File: src/design/ows_pkg.sv
// ----------------------------------------------------------------------------
// ows_pkg: shared types, constants and the CRC function of the search ROM engine
// Holds the operation codes, the item and result records, and the CRC-8 step.
// ----------------------------------------------------------------------------
package ows_pkg;

  // One past the last ROM bit position (positions run 1..64)
  localparam logic [6:0] IdBitsEnd   = 7'd65;
  // Positions below this lie in the family byte
  localparam logic [6:0] FamilyLimit = 7'd9;
  localparam logic [7:0] CrcInit     = 8'h00;
  // Dallas CRC-8, x^8+x^5+x^4+1, reflected
  localparam logic [7:0] CrcPoly     = 8'h8C;

  typedef enum logic [1:0] {
    OP_START   = 2'd0,
    OP_PAIR    = 2'd1,
    OP_RESTART = 2'd2
  } op_t;

  typedef struct packed {
    logic [1:0] operation;
    logic       presence;
    logic       true_bit;
    logic       complement_bit;
  } item_t;

  typedef struct packed {
    logic        direction;
    logic        write_valid;
    logic        done_res;
    logic        found;
    logic [63:0] device_id;
    logic        last_device;
    logic [3:0]  family_discrepancy;
  } result_t;

  // One LSB-first step of the running CRC
  function automatic logic [7:0] crc_step(input logic [7:0] crc, input logic din);
    logic [7:0] shifted;
    shifted = {1'b0, crc[7:1]};
    return (crc[0] ^ din) ? (shifted ^ CrcPoly) : shifted;
  endfunction

endpackage

File: src/design/ows_engine.sv
// ----------------------------------------------------------------------------
// ows_engine: search state and per-item decision logic
// Keeps the ROM image and discrepancy bookkeeping; one item per enabled cycle.
// ----------------------------------------------------------------------------
module ows_engine (
  input  logic             clk,
  input  logic             rst,
  input  logic             step,
  input  ows_pkg::item_t   item,
  output ows_pkg::result_t res
);

  logic [63:0] rom_image,         rom_image_next;
  logic [6:0]  prior_discrepancy, prior_discrepancy_next;
  logic [3:0]  family_mark,       family_mark_next;
  logic        final_device_flag, final_device_flag_next;
  logic [6:0]  bit_position,      bit_position_next;
  logic [6:0]  newest_zero,       newest_zero_next;
  logic [7:0]  running_crc,       running_crc_next;
  logic        searching,         searching_next;

  logic        dir;
  logic [5:0]  idx;
  logic [6:0]  pos_inc;
  logic        pass_end;
  logic        id_good;

  assign idx      = 6'(bit_position - 7'd1);
  assign pos_inc  = bit_position + 7'd1;
  assign pass_end = (pos_inc >= ows_pkg::IdBitsEnd) || (pos_inc == 7'd0);

  // Direction: clear bit wins; else prior path, 1 at prior discrepancy, 0 past
  always_comb begin
    if (item.true_bit != item.complement_bit) begin
      dir = item.true_bit;
    end else if (bit_position < prior_discrepancy) begin
      dir = rom_image[idx];
    end else begin
      dir = (bit_position == prior_discrepancy);
    end
  end

  always_comb begin
    rom_image_next         = rom_image;
    prior_discrepancy_next = prior_discrepancy;
    family_mark_next       = family_mark;
    final_device_flag_next = final_device_flag;
    bit_position_next      = bit_position;
    newest_zero_next       = newest_zero;
    running_crc_next       = running_crc;
    searching_next         = searching;
    res                    = '0;
    id_good                = 1'b0;

    unique case (ows_pkg::op_t'(item.operation))
      ows_pkg::OP_START: begin
        if (!item.presence) begin
          searching_next = 1'b0;
          res.done_res   = 1'b1;
        end else begin
          searching_next    = 1'b1;
          bit_position_next = 7'd1;
          newest_zero_next  = 7'd0;
          running_crc_next  = ows_pkg::CrcInit;
        end
      end
      ows_pkg::OP_PAIR: begin
        if (searching) begin
          if (item.true_bit && item.complement_bit) begin
            searching_next = 1'b0;
            res.done_res   = 1'b1;
          end else begin
            if ((item.true_bit == item.complement_bit) && !dir) begin
              newest_zero_next = bit_position;
              if (bit_position < ows_pkg::FamilyLimit) begin
                family_mark_next = bit_position[3:0];
              end
            end
            rom_image_next[idx] = dir;
            running_crc_next    = ows_pkg::crc_step(running_crc, dir);
            res.direction       = dir;
            res.write_valid     = 1'b1;
            bit_position_next   = pos_inc;
            if (pass_end) begin
              prior_discrepancy_next = newest_zero_next;
              if (newest_zero_next == 7'd0) begin
                final_device_flag_next = 1'b1;
              end
              id_good = (rom_image_next[7:0] != 8'h00) && (running_crc_next == 8'h00);
              res.found     = id_good;
              res.device_id = id_good ? rom_image_next : 64'd0;
              searching_next = 1'b0;
              res.done_res   = 1'b1;
            end
          end
        end
      end
      ows_pkg::OP_RESTART: begin
        prior_discrepancy_next = 7'd0;
        family_mark_next       = 4'd0;
        final_device_flag_next = 1'b0;
        searching_next         = 1'b0;
      end
      default: begin
      end
    endcase

    res.last_device        = final_device_flag_next;
    res.family_discrepancy = family_mark_next;
  end

  always_ff @(posedge clk) begin
    if (rst) begin
      rom_image         <= '0;
      prior_discrepancy <= '0;
      family_mark       <= '0;
      final_device_flag <= 1'b0;
      bit_position      <= 7'd1;
      newest_zero       <= '0;
      running_crc       <= ows_pkg::CrcInit;
      searching         <= 1'b0;
    end else if (step) begin
      rom_image         <= rom_image_next;
      prior_discrepancy <= prior_discrepancy_next;
      family_mark       <= family_mark_next;
      final_device_flag <= final_device_flag_next;
      bit_position      <= bit_position_next;
      newest_zero       <= newest_zero_next;
      running_crc       <= running_crc_next;
      searching         <= searching_next;
    end
  end

  // A found ID always closes the pass
  a_found_done: assert property (@(posedge clk) disable iff (rst)
    step && res.found |-> res.done_res)
    else $error("found without done");

  // Walk position stays within 1..65
  a_pos_range: assert property (@(posedge clk) disable iff (rst)
    (bit_position != 7'd0) && (bit_position <= ows_pkg::IdBitsEnd))
    else $error("bit position out of range");

  // A restart clears the last-device flag and stops the walk
  a_restart_clear: assert property (@(posedge clk) disable iff (rst)
    step && (item.operation == ows_pkg::OP_RESTART) |=> !final_device_flag && !searching)
    else $error("restart left search state");

  // A write only comes from a bit pair taken while searching
  a_write_src: assert property (@(posedge clk) disable iff (rst)
    step && res.write_valid |-> searching && (item.operation == ows_pkg::OP_PAIR))
    else $error("write outside a search");

endmodule

File: src/design/onewire_rom_search.sv
// ----------------------------------------------------------------------------
// onewire_rom_search: 1-Wire Search ROM decision engine
// Input register, combinational decision stage and result register.
// ----------------------------------------------------------------------------
// Usage:
//   The input channel (in_valid/in_ready) carries one transaction per bus
//   event: a start after a reset pulse with its presence result, one bit pair
//   (true_bit, complement_bit) per ROM position, or a restart of enumeration.
//   The output channel (out_valid/out_ready) returns exactly one result per
//   input transaction, in order: the direction bit to write when write_valid
//   is set, done_res at the end of a pass, found and device_id on success,
//   and the current last_device flag and family_discrepancy.
//   An accepted transaction waits in the input register, moves to the result
//   register when that register is free or drains, and out_valid rises then.
//   Throughput is one transaction per cycle while the receiver does not stall,
//   set by the combinational decision stage that reads and updates the state.
//   Reset clears the search state: empty ROM image, no discrepancy, idle.
//   When the receiver stalls, the result register holds its transaction and
//   the input register fills; after that in_ready drops until out_ready.
// ----------------------------------------------------------------------------
module onewire_rom_search (
  input  logic        clk,
  input  logic        rst,
  input  logic        in_valid,
  output logic        in_ready,
  input  logic [1:0]  operation,
  input  logic        presence,
  input  logic        true_bit,
  input  logic        complement_bit,
  output logic        out_valid,
  input  logic        out_ready,
  output logic        direction,
  output logic        write_valid,
  output logic        done_res,
  output logic        found,
  output logic [63:0] device_id,
  output logic        last_device,
  output logic [3:0]  family_discrepancy
);

  // Input register stage
  logic             s1_valid;
  ows_pkg::item_t   s1_item;
  logic             s1_advance;

  // Result register stage
  ows_pkg::result_t step_res;
  ows_pkg::result_t out_res;

  // Advance the input stage whenever the result register is free or drains
  assign s1_advance = s1_valid && (!out_valid || out_ready);
  assign in_ready   = !s1_valid || s1_advance;

  always_ff @(posedge clk) begin
    if (rst) begin
      s1_valid <= 1'b0;
    end else if (in_ready) begin
      s1_valid <= in_valid;
    end
  end

  // Capture payload on acceptance; hold otherwise
  always_ff @(posedge clk) begin
    if (in_valid && in_ready) begin
      s1_item <= '{operation:      operation,
                   presence:       presence,
                   true_bit:       true_bit,
                   complement_bit: complement_bit};
    end
  end

  // State update happens in the same cycle the item moves to the result register
  ows_engine u_engine (
    .clk  (clk),
    .rst  (rst),
    .step (s1_advance),
    .item (s1_item),
    .res  (step_res)
  );

  always_ff @(posedge clk) begin
    if (rst) begin
      out_valid <= 1'b0;
    end else if (s1_advance) begin
      out_valid <= 1'b1;
    end else if (out_ready) begin
      out_valid <= 1'b0;
    end
  end

  always_ff @(posedge clk) begin
    if (s1_advance) begin
      out_res <= step_res;
    end
  end

  assign direction          = out_res.direction;
  assign write_valid        = out_res.write_valid;
  assign done_res           = out_res.done_res;
  assign found              = out_res.found;
  assign device_id          = out_res.device_id;
  assign last_device        = out_res.last_device;
  assign family_discrepancy = out_res.family_discrepancy;

  // A filled input stage moves on once the result register is free
  a_advance: assert property (@(posedge clk) disable iff (rst)
    s1_valid && !out_valid |-> s1_advance)
    else $error("input stage stuck with free result register");

  // A stalled result is not overwritten
  a_no_overwrite: assert property (@(posedge clk) disable iff (rst)
    out_valid && !out_ready |-> !s1_advance)
    else $error("result register overwritten while stalled");

  // Each advance produces a valid result next cycle
  a_result_follows: assert property (@(posedge clk) disable iff (rst)
    s1_advance |=> out_valid)
    else $error("advance without result");

endmodule

File: config.mk
export PLATFORM = sky130hd
export DESIGN_NAME = onewire_rom_search
export DESIGN_NICKNAME = d
export VERILOG_FILES = /design/src/design/ows_pkg.sv /design/src/design/ows_engine.sv /design/src/design/onewire_rom_search.sv
export SDC_FILE = /design/constraint.sdc
export NUM_CORES = 1
export LEC_CHECK = 0
export BUFFER_PORTS_ARGS = -buffer_cell sky130_fd_sc_hd__clkbuf_2
export CAP_MARGIN = 20
export CORE_ASPECT_RATIO = 1.75
export CORE_MARGIN = 2
export CORE_UTILIZATION = 40
export CTS_BUF_LIST = sky130_fd_sc_hd__clkbuf_8 sky130_fd_sc_hd__clkbuf_16
export CTS_CLUSTER_DIAMETER = 150
export DETAILED_ROUTE_END_ITERATION = 16
export PLACE_DENSITY = 0.56
export SETUP_SLACK_MARGIN = 0.2
export SLEW_MARGIN = 20
export SYNTH_ARGS = -nofsm -noshare
export SYNTH_HDL_FRONTEND = slang
export SYNTH_HIERARCHICAL = 1
export SYNTH_SLANG_ARGS = --single-unit
File: constraint.sdc
create_clock -name clk -period 7.8 [get_ports clk]
set_input_delay 0.78 -clock clk [delete_from_list [all_inputs] [get_ports clk]]
set_output_delay 0.78 -clock clk [all_outputs]
set_load 0.02 [all_outputs]
# After elaboration in Yosys (flattened, before gate mapping)
# Index checks and enable logic that the tools add are counted.
totals:
  ff_bits: 179
  output_inout_bits: 75
  word_cells: 126
classes:
  n_addsub: 2
  magnitude_cmp: 5
  n_eq_ne: 9
  mux: 53
  bitwise: 7
  reduce_logical: 29
op_table:
  columns: ["op", "count"]
  rows:
  - ["$mux 66", 2]
  - ["$mux 7", 13]
  - ["$mux 65", 1]
  - ["$bwmux 64", 1]
  - ["$mux 64", 1]
  - ["$pmux 7 s2", 3]
  - ["$mux 8", 4]
  - ["$mux 1", 17]
  - ["$mux 4", 4]
  - ["$pmux 8 s2", 1]
  - ["$logic_not 7->1", 2]
  - ["$reduce_and 5->1", 2]
  - ["$logic_not 8->1", 1]
  - ["$pmux 4 s2", 1]
  - ["$reduce_bool 8->1", 1]
  - ["$add 7x1->7 const B", 1]
  - ["$eq 7x7->1", 1]
  - ["$ge 7x7->1 const B", 1]
  - ["$lt 6x7->1 const B", 1]
  - ["$lt 7x4->1 const B", 1]
  - ["$lt 7x7->1", 1]
  - ["$bmux 1 s6", 1]
  - ["$demux 1 s6", 1]
  - ["$ge 6x1->1 const B", 1]
  - ["23 further kinds", 42]

# Logic depth before layout (Yosys ltp)
logic_depth:
  word_depth: 17
  ltp_mapped: 17
  depth_no_buf: 10

# Cells and area by module
# The synthesis kept the hierarchy.
by_module_without_submodules:
  columns: ["module", "n_inst", "cells_each", "area_each_um2"]
  rows:
  - ["ows_engine", 1, 983, 7634.8]
  - ["onewire_rom_search", 1, 88, 2446.1]

# Worst setup path after synthesis
# Ideal clock, no wire load.
synth_path:
  path_type: "flip-flop to flip-flop"
  start: "register u_engine.bit_position[0]"
  end: "register out_res, in the netlist device_id[30] (data pin)"
  setup_ps: 280
  t_arrival_ps: 3311
  slack_ps: 4209
  stages_incl_launch_ff: 15
  synth_period_minus_slack_ps: 3591
  path_cell_list: "dfxtp_1 buf_2 inv_2 ha_1 buf_4 xor2_4 mux4_2 nor2b_1 or4_1 nand4b_1 nor4_1 nor4_1 buf_2 buf_4 a2111oi_0"
synth_via:
  elab_chain_len: 11
  elab_cells_between_ends: 25
  classes_between: "add/sub (2); order compare (4); eq/ne (1); mux (8); bitwise (3); reduce/logical (7)"
synth_lines:
  columns: ["item", "line_no", "source"]
  rows:
  - ["start: declaration", "ows_engine.sv:17", "logic [6:0] bit_position, bit_position_next;"]
  - ["start signal: assignment", "ows_engine.sv:127", "bit_position <= bit_position_next;"]
  - ["$sub 6x1->6", "ows_engine.sv:28", "assign idx = 6'(bit_position - 7'd1);"]
  - ["$bmux 1 s6", "ows_engine.sv:37", "dir = rom_image[idx];"]
  - ["$mux 1 (not written as such)", "ows_engine.sv:37", null]
  - ["$mux 1", "ows_engine.sv:36", "end else if (bit_position < prior_discrepancy) begin"]
  - ["$mux 1", "ows_engine.sv:34", "if (item.true_bit != item.complement_bit) begin"]
  - ["$xor 1x1->1", "ows_pkg.sv:42", "return (crc[0] ^ din) ? (shifted ^ CrcPoly) : shifted;"]
  - ["$mux 8", "ows_pkg.sv:42", null]
  - ["$logic_not 8->1", "ows_engine.sv:89", "id_good = (rom_image_next[7:0] != 8'h00) && (running_crc_next == 8'h00);"]
  - ["$logic_and 1x1->1", "ows_engine.sv:89", null]
  - ["$not 1->1 (no source line)", null, null]
  - ["$reduce_or 5->1 (no source line)", null, null]
  - ["end signal: assignment", "onewire_rom_search.sv:93", "out_res <= step_res;"]
  - ["end: declaration", "onewire_rom_search.sv:48", "ows_pkg::result_t out_res;"]
# Parallel ways exist; a longest one is shown, timed or not. The select of a mux whose other input is x is not followed.
# A chain may end at the register's enable or synchronous reset.

# Worst setup path in the final report
layout_path:
  start: "register u_engine.bit_position[0]"
  end: "register out_res, in the netlist device_id[18] (data pin)"
# The elaborated chain is that of the path after synthesis.

==> impl_results.md <==
- Post-synth EDFFs: 78
- Num ports: 84
- DP Area: 10600 um^2
- Layout cells sized above 1: 17.1%
- Main combinational cell family by area after synthesis: compound AO/OA/AOI/OAI gates
- CTS Buf Count: 17
- Setup crit start kind: register
- Final worst clock skew: 0.0116 ns
- Slowest cell on the critical path: xor2_4
- Post-route insts no fill: 1422
- Largest net degree at the start of global routing: 61
- Peak Freq: 179 MHz
- Worst slew pin tran: 1.07 ns
- Horiz. Die Dim: 124 um
- Synth warn: 6
- DP Wirelength: 20900 um
- Final instance area: 11200 um^2
- Mapped Cells: 1071
- Pre-antenna DRT Iters: 5
- Max clock buf depth: 2
- Netlist cell types: 74
- Inserted Diodes: 0
- RSZ-0062 raised after global routing: no
- Vias: 8461
- ANT nets after route: 0
- Cell row count: 76
- Final net count: 1122
- Crit Path Category: register to register
- Hold Path Class: register to register
- Final Setup Violations: 0
- Commonest cells post-synth: nand2_1 (147), nor2_1 (114), dfxtp_1 (101), mux2i_1 (96), edfxtp_1 (78)
- Placer Congestion: 0.934
- Area growth syn-to-layout: 11.5%
- Place WS: 2.24 ns
- Cts hold-fix bufs: 0
- DRC: 0
- Mapped Area: 10100 um^2
- Simple-Gate Fraction of Synth Area: 17.7%
- Clk_lat worst skew: 0.46 ns
- WL/cell: 21.5 um
- Post-CTS Setup Inserts: 0
- Root Buffer: clkbuf_16
- Compound-gate portion of the synthesized area: 18.0%
- Number of antenna violations at the first check in global routing: 0
- WP data required: 7.92 ns
- IO buf count: 83
- Core ar.: 24700 um^2
- Register area share after synthesis: 43.3%
- CP peak stage delay: 0.79 ns
- Final Worst Setup Slack: 2.22 ns
- Worst Hold Margin: 0.464 ns
- Via/cell ratio: 5.95
- Die Area: 26500 um^2
- Total Negative Setup Slacks: 0 ns
- Resized Gates After CTS: 0
- Max-cap violations: 0
- Gr usage total: 23.7%
- Slew headroom: 28.5%
- Fraction of registers with async set or reset after synthesis: 0%
- H-tree Lvls: 4
- Global-route wire length before repair: 47300 um
- Final-layout fill cell count: 2446
- Run status: finished clean
- LEAKAGE: 3.96 nW
- Worst Path Arrival: 5.70 ns
- Critical-path cell list: buf_4 -> inv_2 -> ha_1 -> xor2_4 -> mux4_1 -> a22oi_1 -> nand4_1 -> nand4b_1 -> o31a_1 -> a21o_2 -> buf_4 -> a2111oi_0
- Main flop type after synthesis: dfxtp_1
- Vias in the first global route: 8170
- Synth Net Count: 1096
- Worst-path clk slew: 0.07 ns
- Final period utilization: 71.6%
- Synth top area cells: edfxtp_1 (23%), dfxtp_1 (20%), mux2i_1 (9.5%)
- Initial Util: 40.8%
- Initial DRC Count: 703
- Post-synthesis mux area share: 12.3%
- CTS tree: yes
- CP Max Fanout: 39
- Most common cell in the netlist: nand2_1
- Die Ht: 214 um
- Synth Area in Adders: 1.99%
- Share of the synthesized area in the top cell type: 23.2%
- VDD IR max: 168 uV
- Synth Area per Inst: 9.41 um^2
- Leading area contributor after synthesis: edfxtp_1
- Count of final max-slew check failures: 0
- CP endpoint kind: register
- Post-Place Cells: 1390
- Clock Sinks: 179
- Share of the core filled with cells: 45.5%
- PwrDens: 186 nW/um^2
- Post-Route WL: 30600 um
- Total power: 2.09 mW
- Number of synthesized register bits: 179
- Synth Area in XOR/XNOR: 1.17%
- Crit path top cell by count: buf_4
- Grt ovf: 0
- Final hold vios: 0
- Tmin final: 5.58 ns
report_power, final:
part	total, mW	switching [mW]	leakage [nW]	internal, mW
registers	1.00	0.00772	1.55	0.994
clock network	0.909	0.377	0.302	0.533
logic	0.178	0.138	2.11	0.0408
sequential cells by signal (all words and copies together) (netlist names), 5 cells and up:
register and cells:
u_engine/newest_zero 7, s1_item 5, u_engine/running_crc 8, u_engine/prior_discrepancy 7
u_engine/rom_image 64, u_engine/bit_position 7, device_id 64
metal layers:
layer  GRT usage [%]  wire (um)
met1            27.5      11900
met2            40.7      16000
met3            3.99       1380
met4            12.5       1380
met5               0          0
path summary, 6_finish.rpt:
path                                 startpoint                       endpoint  slack, ns  depth (start not counted)
setup / recovery       u_engine/bit_position[0]                  device_id[18]       2.22                         12
hold / removal    u_engine/prior_discrepancy[6]  u_engine/prior_discrepancy[6]       0.46                          1
setup reg to reg       u_engine/bit_position[0]                  device_id[18]       2.22                         12
hold reg to reg   u_engine/prior_discrepancy[6]  u_engine/prior_discrepancy[6]       0.46                          1
cell type report:
type,count,area (um^2),area share (%)
multi-input combinational,766,5210,46.3
timing repair buffer,100,543,4.83
inverter,33,124,1.10
clock inverter,15,186,1.66
tap,312,390,3.47
clock buffer,17,425,3.78
sequential,179,4360,38.8
critical path: cells and delay by family (launching register included):
kind            cells  cell delay [ns]
flops               1             0.31
compound gates      4             1.44
mux                 1             0.66
xor+xnor            1             0.79
buf+inv             3             1.09
fa+ha+maj           1             0.50
simple gates        2             0.39
kinds of logic after synthesis:
family                   count (synthesis)
AO/OA/AOI/OAI                          241
XOR/XNOR                                 6
adder cells (fa/ha/maj)                 16
buffers and inverters                  126
flip-flops                             179
multiplexers                           112
AND/OR/NAND/NOR                        391
layout by cell type (no fill, tap or decap), drive strengths merged, types with 8 or more instances in the layout:
cell,n
a2111oi,59
o32ai,9
a21oi,62
clkinv,9
edfxtp,78
dfxtp,101
mux4,8
o2bb2ai,8
nor3,16
nor3b,8
nor2,114
ha,16
o22ai,9
clkbuf,99
mux2i,96
nand4,10
nand2b,10
mux2,8
o21ai,40
nand3,41
buf,18
inv,34
nor2b,8
nand2,148
Power figures use the tool's default switching activity.
